[config.mk]
export PLATFORM = sky130hd
export DESIGN_NAME = stpq_cell
export DESIGN_NICKNAME = d
export VERILOG_FILES = /design/src/hw/rtl/stpq_pkg.sv /design/src/hw/rtl/stpq_cell.sv
export SDC_FILE = /design/constraint.sdc
export NUM_CORES = 1
export LEC_CHECK = 0
export ABC_AREA = 1
export CORE_AREA = 3 3 127 129
export CTS_CLUSTER_DIAMETER = 50
export DETAILED_ROUTE_END_ITERATION = 7
export DIE_AREA = 0 0 130 132
export DONT_BUFFER_PORTS = 1
export PLACE_DENSITY = 0.51
export SETUP_SLACK_MARGIN = 0.2
export SLEW_MARGIN = 20
export SYNTH_ARGS = -nofsm -noshare
export SYNTH_HDL_FRONTEND = slang
export SYNTH_SLANG_ARGS = --single-unit
[constraint.sdc]
create_clock -name clock -period 2 [get_ports clock]
set_input_delay 0.2 -clock clock [delete_from_list [all_inputs] [get_ports clock]]
set_output_delay 0.2 -clock clock [all_outputs]
set_load 0.01 [all_outputs]
[src/hw/rtl/stpq_pkg.sv]
`default_nettype none
// ----------------------------------------------------------------------------
// stpq_pkg
// Shared types and constants for the two-key sorted priority queue.
// ----------------------------------------------------------------------------
package stpq_pkg;

   localparam int CAPACITY   = 64;
   localparam int DATA_WIDTH = 32;
   localparam int COUNT_W    = $clog2(CAPACITY + 1);
   localparam int KEY_W      = 16;
   localparam int OP_W       = 2;
   localparam int STATUS_W   = 2;

   localparam logic [OP_W-1:0] OP_PUSH  = 2'd0;
   localparam logic [OP_W-1:0] OP_POP   = 2'd1;
   localparam logic [OP_W-1:0] OP_CLEAR = 2'd2;
   localparam logic [OP_W-1:0] OP_NONE  = 2'd3;

   localparam logic [STATUS_W-1:0] ST_OK    = 2'd0;
   localparam logic [STATUS_W-1:0] ST_FULL  = 2'd1;
   localparam logic [STATUS_W-1:0] ST_EMPTY = 2'd2;

   typedef struct packed {
      logic [DATA_WIDTH-1:0] data;
      logic [KEY_W-1:0]      prio;
      logic [KEY_W-1:0]      subpriority;
   } entry_type;

   typedef struct packed {
      logic push;
      logic pop;
   } shift_ctrl_type;

endpackage

`default_nettype wire

[src/hw/rtl/stpq_cell.sv]
`default_nettype none
// ----------------------------------------------------------------------------
// stpq_cell
// One slot of the sorted row: compares the incoming key with its own entry,
// then holds, loads the new word, or takes a neighbor's entry.
// ----------------------------------------------------------------------------
module stpq_cell
   import stpq_pkg::*;
(
   input  wire logic           clock,
   input  wire shift_ctrl_type ctrl,
   input  wire entry_type      new_entry,
   input  wire logic           occupied,
   input  wire logic           left_goes_first,
   input  wire entry_type      left_entry,
   input  wire entry_type      right_entry,
   output      logic           goes_first,
   output      entry_type      entry_q,
   output      entry_type      entry_next
);

   entry_type entry_ff;
   entry_type entry_in;

   always_comb begin
      goes_first = !occupied
            || (new_entry.prio < entry_ff.prio)
            || ((new_entry.prio == entry_ff.prio)
                && (new_entry.subpriority < entry_ff.subpriority));
   end

   always_comb begin
      entry_in = entry_ff;
      if (ctrl.push) begin
         if (left_goes_first) begin
            entry_in = left_entry;
         end else if (goes_first) begin
            entry_in = new_entry;
         end
      end else if (ctrl.pop) begin
         entry_in = right_entry;
      end
   end

   always_ff @(posedge clock) begin
      entry_ff <= entry_in;
   end

   assign entry_q    = entry_ff;
   assign entry_next = entry_in;

endmodule

`default_nettype wire

==> results of run 1 <==
-- cells in the final DEF, fill, tap and decap left out, types with 16 or more instances in the layout --
cell type / instances
nand2_2: 108
nand3_1: 85
nand2_4: 49
a21oi_1: 38
dfxtp_2: 22
inv_2: 20
nor2_1: 202
o21ai_0: 64
dfxtp_1: 42
nand2_1: 73
inv_1: 24
buf_4: 59
ha_1: 16
nand3_2: 50
-- power by group --
part	switching, mW	total [mW]	internal (mW)	leakage (nW)
logic	1.21	2.11	0.906	2.75
registers	0.171	1.62	1.45	0.541
clock network	0.642	1.67	1.03	0.148
total	2.02	5.40	3.38	3.44
-- worst reg2reg max path, delay by kind of cell, from the launching register on --
kind / cells / cell delay [ns]
flops: 1 / 0.33
compound gates: 1 / 0.17
simple gates: 9 / 0.63
buf+inv: 6 / 0.74
fa+ha+maj: 1 / 0.26
-- final timing paths --
| kind | from | end | slack (ns) | cells after the start |
|---|---|---|---|---|
| min | right_entry[44] | entry_q[44]$_DFF_P_ | 0.06 | 2 |
| min reg2reg | entry_q[28]$_DFF_P_ | entry_q[28]$_DFF_P_ | 0.67 | 4 |
| max reg2reg | entry_q[15]$_DFF_P_ | entry_q[16]$_DFF_P_ | -0.22 | 17 |
| max | entry_q[15]$_DFF_P_ | entry_next[54] | -0.55 | 16 |
-- through the flow --
step	hold WS [ns]	TNS [ns]	util
floorplan	0.402	0	-
global placement	0.411	-30.47	0.393
detailed placement	0.411	-28.29	0.393
CTS	0.0502	-39.78	0.450
global route	0.0569	-60.58	0.501
finish	0.0629	-40.35	0.501
-- repair_timing --
action / CTS / global route
gates resized for setup: 74 / 153
cloned: 7 / 8
pin swaps: 4 / 53
buffers inserted: 8 / 2
setup endpoints to repair: 129 / 129
endpoints found under the hold margin: 0 / 0
-- kinds of logic after synthesis --
group                      count (synthesis)  synth area share
AOI/OAI and AO/OA                        109             0.110
buffers and inverters                    107             0.100
and+or+nand+nor                          571             0.459
adders and majority gates                 31            0.0770
DFF                                       64             0.254
-- layer usage --
| metal | GRT usage | share of wire | up-vias | wire [um] |
|---|---|---|---|---|
| met4 | 0.0624 | 0.017 | 2 | 387 |
| met1 | 0.288 | 0.38 | 2788 | 8710 |
| met5 | 0 | 0.00057 | - | 13 |
| met3 | 0.0843 | 0.10 | 30 | 2290 |
| li1 | - | - | 2940 | - |
| met2 | 0.414 | 0.50 | 271 | 11300 |
-- area by class of cell --
cell class / count / area (um2) / share of cell area
multi-input combinational: 711 / 4370 / 0.577
tap: 188 / 235 / 0.0310
clock buffer: 11 / 253 / 0.0333
sequential: 64 / 1310 / 0.173
timing repair buffer: 95 / 1190 / 0.156
clock inverter: 5 / 55.1 / 0.00726
inverter: 45 / 171 / 0.0226
==> results.txt, run 1 <==
----------------------------------------------------
[Route]
  Average detailed-routed wire length per instance ... 20.3 um
  Detailed Routing Iterations Pass 1 ... 5
  Drt drc ... 0
  Vias per cell ... roughly 5.4
  Antenna viol nets, final ... 0
  Vias ... approximately 6k
  Total detailed-routing wirelength ... ~23 mm
  DR iter-0 viols ... ~290

[Critical path]
  Largest driver fanout on the critical path ... 5
  Critical-path cell list ... inv_2, ha_4, nand2_2, inv_2, nand3_2, a31oi_1, buf_4, nor2_4, nand2_4, nand2_4, buf_12, clkbuf_16, nand2_1, nand3_1, nand2_1, nand2_2
  Number of buffer and inverter instances along the worst setup path ... 5
  Data arrival time of the worst path ... 2.35 ns
  Classification of the worst setup path ... flip-flop to primary output
  CP delay by family, top ... simple AND/OR/NAND/NOR gates
  Master of the slowest instance on the critical path ... dfxtp_2
  Type of origin of the critical path ... flip-flop
  Biggest cell delay along the critical path ... between 0.3 and 0.4 ns
  Type of destination of the critical path ... primary output
  Required time worst endpoint ... 1.80 ns

[Clocking]
  Buffers from clock root to sink, at most ... 2
  Number of clock sinks seen by CTS ... 64
  Clock Latency Late Sink ... between 0.3 and 0.4 ns
  Worst-path clk slew ... around 0.060 ns
  Post-CTS Hold Buffers ... 0
  Clock tree from TritonCTS ... built
  Number of buffers created by CTS ... 9
  Buffer type at the clock tree root ... clkbuf_16
  CTS H-tree depth ... 3

[Synthesis]
  Top post-synthesis cells by area ... dfxtp_1, nand2_1, nor2_1
  Post-synth EDFFs ... 0
  Async S/R FF share, synth ... 0
  Flops & latches, synth ... 64
  Cell with the most instances after synthesis ... nand2_1
  Number of warning messages in the yosys log ... 0
  Count of cell types in the netlist ... 17
  Post-synth top area share ... 0.254
  Post-Syn Nets ... 1110
  Netlist area before placement ... between 5000 and 6000 um2
  Most used standard cells in the synthesized netlist ... nand2_1, nor2_1, nand3_1
  Avg Inst Size Synth ... ~5.7 um2
  Most common flop cell mapped by yosys ... dfxtp_1
  Instance count of the mapped netlist ... just under 900
  Cell type with the largest total area after synthesis ... dfxtp_1
  Sequential fraction of the synthesis area ... 0.254

[STA]
  Relative slew margins ... 0.727
  Final period util ... 1.27
  Final-report setup violation count ... 129
  Number of max-slew violations in the final report ... 0
  Endpoints failing hold ... 0
  Clock period minus final worst setup slack ... between 2 and 3 ns
  Setup repair after global routing missed its margin ... true
  Highest attainable clock frequency ... roughly 390 MHz
  Final setup slack of the worst path ... -0.546 ns
  Clk_skew ... between 0.009 and 0.01 ns
  Slew at the pin with the worst max-slew slack ... slightly above 0.4 ns

[Place]
  Detailed placement HPWL ... 14.5 mm
  Instance count after placement with tap cells included ... about 1.1k
  Routability-driven placement congestion ratio ... 0.801
  Setup slack at placement ... -0.309 ns
  Count of input and output buffers ... 0
  Post-DP Area ... slightly below 6000 um2

[Floorplan]
  Die Ht ... ~130 um
  Starting utilization of the core area ... 0.333
  Number of cell rows ... 45
  Die Width ... between 100 and 150 um
  Boundary pin count ... 326
  Area of the core ... between 15000 and 20000 um2
  Die Outline Area ... between 15000 and 20000 um2

[Pwr]
  Pwr dens ... between 700 and 800 nW/um2
  Leakage ... between 3 and 4 nW
  Worst IR Drop VDD ... 0.564 mV
  Total Power ... around 5.4 mW

[Layout]
  Max reg flops ... 64
  Share of layout cells above drive strength 1 ... 0.411
  Final Instance Count excl. Fillers ... 1119
  P&R area growth vs syn ... 50.5%
  Number of antenna repair diodes ... 0
  Layout Cell Area excl Fill ... around 7600 um2
  NumNets Final ... 1154
  Filler Cell Count ... 1557

[Job]
  Max-capacitance violation count ... 0

[Outcome]
  Result of the run ... finished, violations left
  Failing checks ... setup timing

[GRT]
  GRT Resource Usage Total ... 0.242
  Total grt overflow ... 0
  Antenna violations before repair ... 1
  Vias in the first global route ... just under 6k
  Pin count of the biggest net entering global routing ... between 60 and 70
  First-pass GRT wire length ... 32.7 mm

[Hold path]
  Type of the most critical hold path ... input pin to flip-flop

----------------------------------------------------
Note: power is estimated with default switching activity, not from simulation.
==> inputs of run 2 (changes only) <==
--- a/config.mk
+++ b/config.mk
@@ -5,11 +5,10 @@
 export SDC_FILE = /design/constraint.sdc
 export NUM_CORES = 1
 export LEC_CHECK = 0
-export ABC_AREA = 1
-export CORE_AREA = 3 3 127 129
+export CORE_AREA = 3 3 124 126
 export CTS_CLUSTER_DIAMETER = 50
 export DETAILED_ROUTE_END_ITERATION = 7
-export DIE_AREA = 0 0 130 132
+export DIE_AREA = 0 0 127 129
 export DONT_BUFFER_PORTS = 1
 export PLACE_DENSITY = 0.51
 export SETUP_SLACK_MARGIN = 0.2
==> run 2 against run 1 <==
The flow still finishes with violations (setup timing). Highest routed layer is now met4. Largest cell class unchanged. Setup slack lost 0.52 ns. Hold slack worse by 0.0051 ns. Via count down 2.8%. Register-to-register slack worse by 0.40 ns. Wire length is 6.0% higher. Largest power group unchanged. Non-clock buffer count increased by 16. Sequential power is 5% higher. First-iteration DRC count rose by 23%.
==> results.txt, run 2 <==
----------------------------------------------------
[Outcome]
  Result of the run ... finished, violations left
  Failing checks ... setup timing

[Layout]
  Layout Cell Area excl Fill ... between 7000 and 8000 um2
  Max reg flops ... 64
  P&R area growth vs syn ... 50.6%
  NumNets Final ... 944
  Commonest non-fill, non-tap cell in the layout ... buf_4
  Multi-input gate area in the final layout ... 4040 um2
  Share of layout cells above drive strength 1 ... 0.375
  Final Instance Count excl. Fillers ... between 900 and 1k
  Filler Cell Count ... ~1.4k
  Area taken by flip-flops and latches ... around 1300 um2
  Top library cells by usage in the layout, fill and taps aside ... buf_4, a21oi_1, o21ai_0, o22ai_1, nand3_1

[Clocking]
  Buffers from clock root to sink, at most ... 2
  CTS H-tree depth ... 3
  Clock Latency Late Sink ... ~0.34 ns
  Worst-path clk slew ... 0.06 ns
  Clock tree from TritonCTS ... built
  Number of buffers created by CTS ... 9
  Buffer type at the clock tree root ... clkbuf_16
  Number of clock sinks seen by CTS ... 64

[STA]
  Setup repair after global routing missed its margin ... true
  Clock period minus final worst setup slack ... between 3 and 4 ns
  Highest attainable clock frequency ... 327 MHz
  Relative slew margins ... 0.654
  Clk_skew ... 0.00975 ns
  Number of max-slew violations in the final report ... 0
  Final setup slack of the worst path ... -1.06 ns
  Final-report setup violation count ... ~130
  Endpoints failing hold ... 0
  Slew at the pin with the worst max-slew slack ... 0.519 ns
  Final period util ... 1.53

[Floorplan]
  Starting utilization of the core area ... 0.331
  Die Width ... between 100 and 150 um
  Number of cell rows ... 44
  Boundary pin count ... 326
  Die Ht ... 129 um
  Area of the core ... about 14000 um2
  Die Outline Area ... approximately 16000 um2

[Pwr]
  Total Power ... 5.83 mW
  Switch share ... 0.393
  Relative contribution of sequential cells to total power ... 0.292
  Clock network power share ... 0.269
  Leakage ... around 2.6 nW
  Combinational share of power ... 0.439
  Sw power ... about 2.3 mW
  Internal Pwr Total ... 3.54 mW
  Pwr dens ... around 810 nW/um2
  Worst IR Drop VDD ... 0.394 mV

[Critical path]
  Logic depth of the worst register-to-register path ... 12
  Required time worst endpoint ... about 1.8 ns
  Endpoint of the worst-slack reg-to-reg timing path ... entry_q[42]$_DFF_P_
  Classification of the worst setup path ... flip-flop to primary output
  Reg2reg start ... entry_q[31]$_DFF_P_
  Worst R2R Setup Slack ... -0.62 ns
  Largest driver fanout on the critical path ... 7
  Type of destination of the critical path ... primary output
  Data arrival time of the worst path ... roughly 2.9 ns
  Type of origin of the critical path ... flip-flop

[Synthesis]
  Post-synth top area share ... 0.269
  Sequential fraction of the synthesis area ... 0.269
  Most used standard cells in the synthesized netlist ... o21ai_0, a21oi_1, nand3_1
  Most common flop cell mapped by yosys ... dfxtp_1
  Post-Syn Nets ... about 890
  Flops & latches, synth ... 64
  Async S/R FF share, synth ... 0
  Post-synth EDFFs ... 0
  Count of cell types in the netlist ... 35
  Cell type with the largest total area after synthesis ... dfxtp_1
  Instance count of the mapped netlist ... 657
  Number of warning messages in the yosys log ... 0
  Cell with the most instances after synthesis ... o21ai_0
  Netlist area before placement ... 4770 um2
  Avg Inst Size Synth ... approximately 7.3 um2
  Top post-synthesis cells by area ... dfxtp_1, o21ai_0, a31oi_1

[Place]
  Post-DP Area ... ~6000 um2
  Detailed placement HPWL ... 15.4 mm
  Count of input and output buffers ... 0
  Setup slack at placement ... -0.690 ns
  Routability-driven placement congestion ratio ... between 0.8 and 0.9
  Instance count after placement with tap cells included ... approximately 870

[Hold path]
  Number of cells on the worst hold path ... 2
  Endpoint with the worst hold slack ... entry_q[6]$_DFF_P_
  Type of the most critical hold path ... input pin to flip-flop
  Critical hold path startpoint ... new_entry[6]

[Route]
  Total detailed-routing wirelength ... ~24 mm
  Antenna viol nets, final ... 0
  Detailed Routing Iterations Pass 1 ... 5
  Vias per cell ... about 6.5
  Average detailed-routed wire length per instance ... 26.6 um
  DR iter-0 viols ... 361
  Drt drc ... 0
  Vias ... ~5.9k

[GRT]
  First-pass GRT wire length ... 35.1 mm
  Vias in the first global route ... between 5k and 6k
  Pin count of the biggest net entering global routing ... 95
  Total grt overflow ... 0
  Antenna violations before repair ... 1
  GRT Resource Usage Total ... 0.273

[Job]
  Max-capacitance violation count ... 0

----------------------------------------------------
run 2: cell types whose count changed in the layout (fill, tap and decap cells not counted), moves of 25 or more:
| cell | before | now |
|---|---|---|
| a31oi_4 | 0 | 25 |
| nand3_2 | 50 | 0 |
| nand2_2 | 108 | 2 |
| mux2_2 | 0 | 33 |
| a21oi_1 | 38 | 76 |
| nand2_4 | 49 | 0 |
| nand3_1 | 85 | 59 |
| nand2_1 | 73 | 36 |
| o22ai_1 | 0 | 63 |
| nor2_1 | 202 | 4 |
run 2: power by group through the flow:
stage,sequential [mW],clock [mW],combinational (mW)
3_3_place_gp,1.72,0,2.17
3_5_place_dp,1.72,0,2.21
4_1_cts,1.70,1.59,2.47
6_report,1.70,1.57,2.56
2_1_floorplan,1.75,0,1.40
5_1_grt,1.73,1.65,2.77
run 2: critical path, cell delays in order, from the launching register on:
cell and delay, ns:
dfxtp_2 0.34, inv_2 0.06, ha_4 0.27, nand4_1 0.15
or3_4 0.43, a211o_1 0.28, o21ai_4 0.19, buf_6 0.13
buf_8 0.12, buf_12 0.13, o21ai_0 0.07, a31oi_1 0.18
buf_4 0.16
run 2: through the flow:
stage                     utilization  hold slack (ns)  setup TNS, ns
after global placement          0.419            0.423         -65.19
after floorplan                     -            0.407         -44.83
after global routing            0.498           0.0515        -115.60
after CTS                       0.483           0.0553         -97.34
after detailed placement        0.419            0.424         -70.05
final                           0.498           0.0578        -101.08
run 2: final cells by class:
| class | count | area share |
|---|---|---|
| antenna | 1 | 0.000348 |
| timing repair buffer | 111 | 0.168 |
| multi-input combinational | 498 | 0.562 |
| sequential | 64 | 0.182 |
| tap | 184 | 0.0321 |
| clock buffer | 12 | 0.0373 |
| clock inverter | 3 | 0.00209 |
| inverter | 32 | 0.0167 |
run 2: cell families after synthesis:
group,Yosys count,share of synthesized area
compound gates,313,0.371
buf+inv,95,0.0798
fa+ha+maj,31,0.0813
simple gates,120,0.119
mux,34,0.0800
flops,64,0.269
run 2: per-layer routing:
metal / global-route usage / share of wire / vias up
li1: - / - / 2633
met3: 0.0689 / 0.089 / 51
met4: 0.0890 / 0.025 / 0
met1: 0.333 / 0.39 / 2830
met2: 0.471 / 0.50 / 350
met5: 0 / 0 / -
run 2: timing repair:
action	in CTS	in global routing
pin swaps	20	13
endpoints found under the setup margin	129	129
setup buffers	10	5
hold buffers	0	0
gates cloned	7	1
gates resized for setup	67	23
run 2: how the worst max path moves through the flow:
stage                              from              to  slack, ns  cells past startpoint
global placement    entry_q[25]$_DFF_P_  entry_next[42]      -0.64                      9
finish              entry_q[31]$_DFF_P_  entry_next[52]      -1.06                     12
CTS                 entry_q[30]$_DFF_P_  entry_next[51]      -1.03                     12
floorplan           entry_q[31]$_DFF_P_  entry_next[53]      -0.43                      9
global route        entry_q[30]$_DFF_P_  entry_next[51]      -1.20                     12
detailed placement  entry_q[31]$_DFF_P_  entry_next[42]      -0.69                      9
==> inputs of run 3 (changes only) <==
--- a/config.mk
+++ b/config.mk
@@ -5,12 +5,12 @@
 export SDC_FILE = /design/constraint.sdc
 export NUM_CORES = 1
 export LEC_CHECK = 0
-export CORE_AREA = 3 3 124 126
+export CORE_AREA = 2 2 128 130
 export CTS_CLUSTER_DIAMETER = 50
 export DETAILED_ROUTE_END_ITERATION = 7
-export DIE_AREA = 0 0 127 129
+export DIE_AREA = 0 0 130 132
 export DONT_BUFFER_PORTS = 1
-export PLACE_DENSITY = 0.51
+export PLACE_DENSITY = 0.48
 export SETUP_SLACK_MARGIN = 0.2
 export SLEW_MARGIN = 20
 export SYNTH_ARGS = -nofsm -noshare
==> run 3 against run 2 <==
Setup slack improved by 0.15 ns. Sequential share of layout area is essentially flat. Die area up 4.7%. Wire length fell by 7.1%. Via count decreased by 1.3%. Largest cell class unchanged. The run still ends with setup timing left. Core utilization down 3.8 points. Sequential power about the same.
==> results.txt, run 3 (synthesis gave the netlist of run 2 again) <==
----------------------------------------------------
[Outcome]
  Result of the run ... finished, violations left
  Failing checks ... setup timing

[Route]
  Average detailed-routed wire length per instance ... roughly 24 um
  DR iter-0 viols ... about 350
  Vias per cell ... ~6.2
  Total detailed-routing wirelength ... about 22 mm
  Detailed Routing Iterations Pass 1 ... 5
  Drt drc ... 0
  Antenna viol nets, final ... 0
  Vias ... a little under 6k

[Layout]
  Max reg flops ... 64
  Final Instance Count excl. Fillers ... around 940
  Share of layout cells above drive strength 1 ... 0.395
  Filler Cell Count ... roughly 1.5k
  NumNets Final ... between 900 and 1k
  Multi-input gate area in the final layout ... 4100 um2
  Area taken by flip-flops and latches ... roughly 1300 um2
  Top library cells by usage in the layout, fill and taps aside ... buf_4, a21oi_1, o22ai_1, nand3_1, o21ai_0
  Commonest non-fill, non-tap cell in the layout ... buf_4
  P&R area growth vs syn ... 51.5%

[Critical path]
  Endpoint of the worst-slack reg-to-reg timing path ... entry_q[0]$_DFF_P_
  Startpoint of the worst setup timing path ... entry_q[26]$_DFF_P_
  Largest driver fanout on the critical path ... 8
  Required time worst endpoint ... around 1.8 ns
  Worst R2R Setup Slack ... -0.87 ns
  Data arrival time of the worst path ... 2.71 ns
  Logic depth of the worst register-to-register path ... 14
  Reg2reg start ... entry_q[26]$_DFF_P_
  Type of origin of the critical path ... flip-flop
  Type of destination of the critical path ... primary output
  Worst setup path end ... entry_next[19]
  Classification of the worst setup path ... flip-flop to primary output

[GRT]
  Total grt overflow ... 0
  Vias in the first global route ... 5921
  Antenna violations before repair ... 4
  GRT Resource Usage Total ... 0.243
  Pin count of the biggest net entering global routing ... 95
  First-pass GRT wire length ... 32.8 mm

[Pwr]
  Switch share ... 0.381
  Internal Pwr Total ... 3.76 mW
  Relative contribution of sequential cells to total power ... 0.281
  Total Power ... between 6 and 7 mW
  Pwr dens ... 840 nW/um2
  Leakage ... 2.56 nW
  Sw power ... around 2.3 mW
  Worst IR Drop VDD ... about 0.45 mV
  Combinational share of power ... 0.426
  Clock network power share ... 0.293

[Floorplan]
  Number of cell rows ... 46
  Die Outline Area ... 17200 um2
  Area of the core ... 15700 um2
  Die Width ... around 130 um
  Starting utilization of the core area ... 0.303
  Die Ht ... 132 um
  Boundary pin count ... between 300 and 400

[STA]
  Slew at the pin with the worst max-slew slack ... around 0.44 ns
  Number of max-slew violations in the final report ... 0
  Final-report setup violation count ... 129
  Final period util ... 1.46
  Clock period minus final worst setup slack ... approximately 2.9 ns
  Highest attainable clock frequency ... 343 MHz
  Setup repair after global routing missed its margin ... true
  Relative slew margins ... 0.704
  Endpoints failing hold ... 0
  Final setup slack of the worst path ... -0.914 ns
  Clk_skew ... between 0.01 and 0.015 ns

[Clocking]
  Clock Latency Late Sink ... ~0.35 ns
  Post-CTS Hold Buffers ... 0
  Number of buffers created by CTS ... 9
  Clock tree from TritonCTS ... built
  CTS H-tree depth ... 3
  Buffer type at the clock tree root ... clkbuf_16
  Number of clock sinks seen by CTS ... 64
  Worst-path clk slew ... around 0.060 ns
  Buffers from clock root to sink, at most ... 2

[Job]
  Max-capacitance violation count ... 0

[Place]
  Count of input and output buffers ... 0
  Detailed placement HPWL ... about 15 mm
  Instance count after placement with tap cells included ... approximately 900
  Routability-driven placement congestion ratio ... around 0.89

[Hold path]
  Type of the most critical hold path ... input pin to flip-flop

----------------------------------------------------
## run 3: changes by cell type in the layout (fill, tap and decap cells not counted), sizes merged
cell      change
clkinvlp      +1
clkbuf        -1
diode         +3
bufinv        +2
buf           -3
## run 3: final cells by class
cell class,count,share of cell area
multi-input combinational,498,0.568
sequential,64,0.181
timing repair buffer,109,0.150
tap,216,0.0374
clock buffer,10,0.0331
inverter,32,0.0170
clock inverter,6,0.0114
antenna,4,0.00139
## run 3: timing repair
action,4_1_cts,5_1_grt
pin swaps,6,7
buffers inserted,10,4
setup endpoints to repair,129,129
gates cloned,2,2
resized for setup,95,4
## run 3: worst min-delay path by stage
stage                       start                   to  depth (start not counted)
CTS                 new_entry[11]  entry_q[11]$_DFF_P_                          2
finish              new_entry[20]  entry_q[20]$_DFF_P_                          2
global route        new_entry[20]  entry_q[20]$_DFF_P_                          2
global placement    new_entry[22]  entry_q[22]$_DFF_P_                          2
detailed placement  new_entry[21]  entry_q[21]$_DFF_P_                          2
floorplan           new_entry[20]  entry_q[20]$_DFF_P_                          2
## run 3: through the flow
stage	hold WS (ns)	worst slack [ns]	TNS, ns	cell area [um2]	utilization
2_1_floorplan	0.407	-0.432	-44.83	5340	-
3_3_place_gp	0.419	-0.587	-59.93	6170	0.393
3_5_place_dp	0.423	-0.673	-66.46	6170	0.393
4_1_cts	0.0592	-0.921	-79.58	7110	0.453
5_1_grt	0.0596	-1.02	-95.27	7220	0.460
6_report	0.0632	-0.914	-79.77	7220	0.460
## run 3: critical path: stages, from the launching register on
cell and delay (ns):
dfxtp_2 0.33, inv_1 0.08, ha_4 0.27, nand4_1 0.15
or3_4 0.37, a211o_1 0.28, o21ai_4 0.17, buf_4 0.14
bufbuf_16 0.26, buf_4 0.11, o21ai_2 0.06, a31oi_4 0.18
## run 3: power by group through the flow
stage	Combinational, mW	Sequential (mW)	Clock (mW)
after global placement	2.21	1.71	0
after detailed placement	2.25	1.72	0
after floorplan	1.40	1.75	0
final	2.59	1.70	1.78
after global routing	2.78	1.73	1.85
after CTS	2.53	1.70	1.81
## run 3: layer usage
metal  global-route usage  up-vias  routed length [um]
met3               0.0816       48                2280
met5                    0        -                   0
met2                0.416      355               11200
met1                0.272     2751                8340
li1                     -     2632                   -
met4                0.109        0                 586
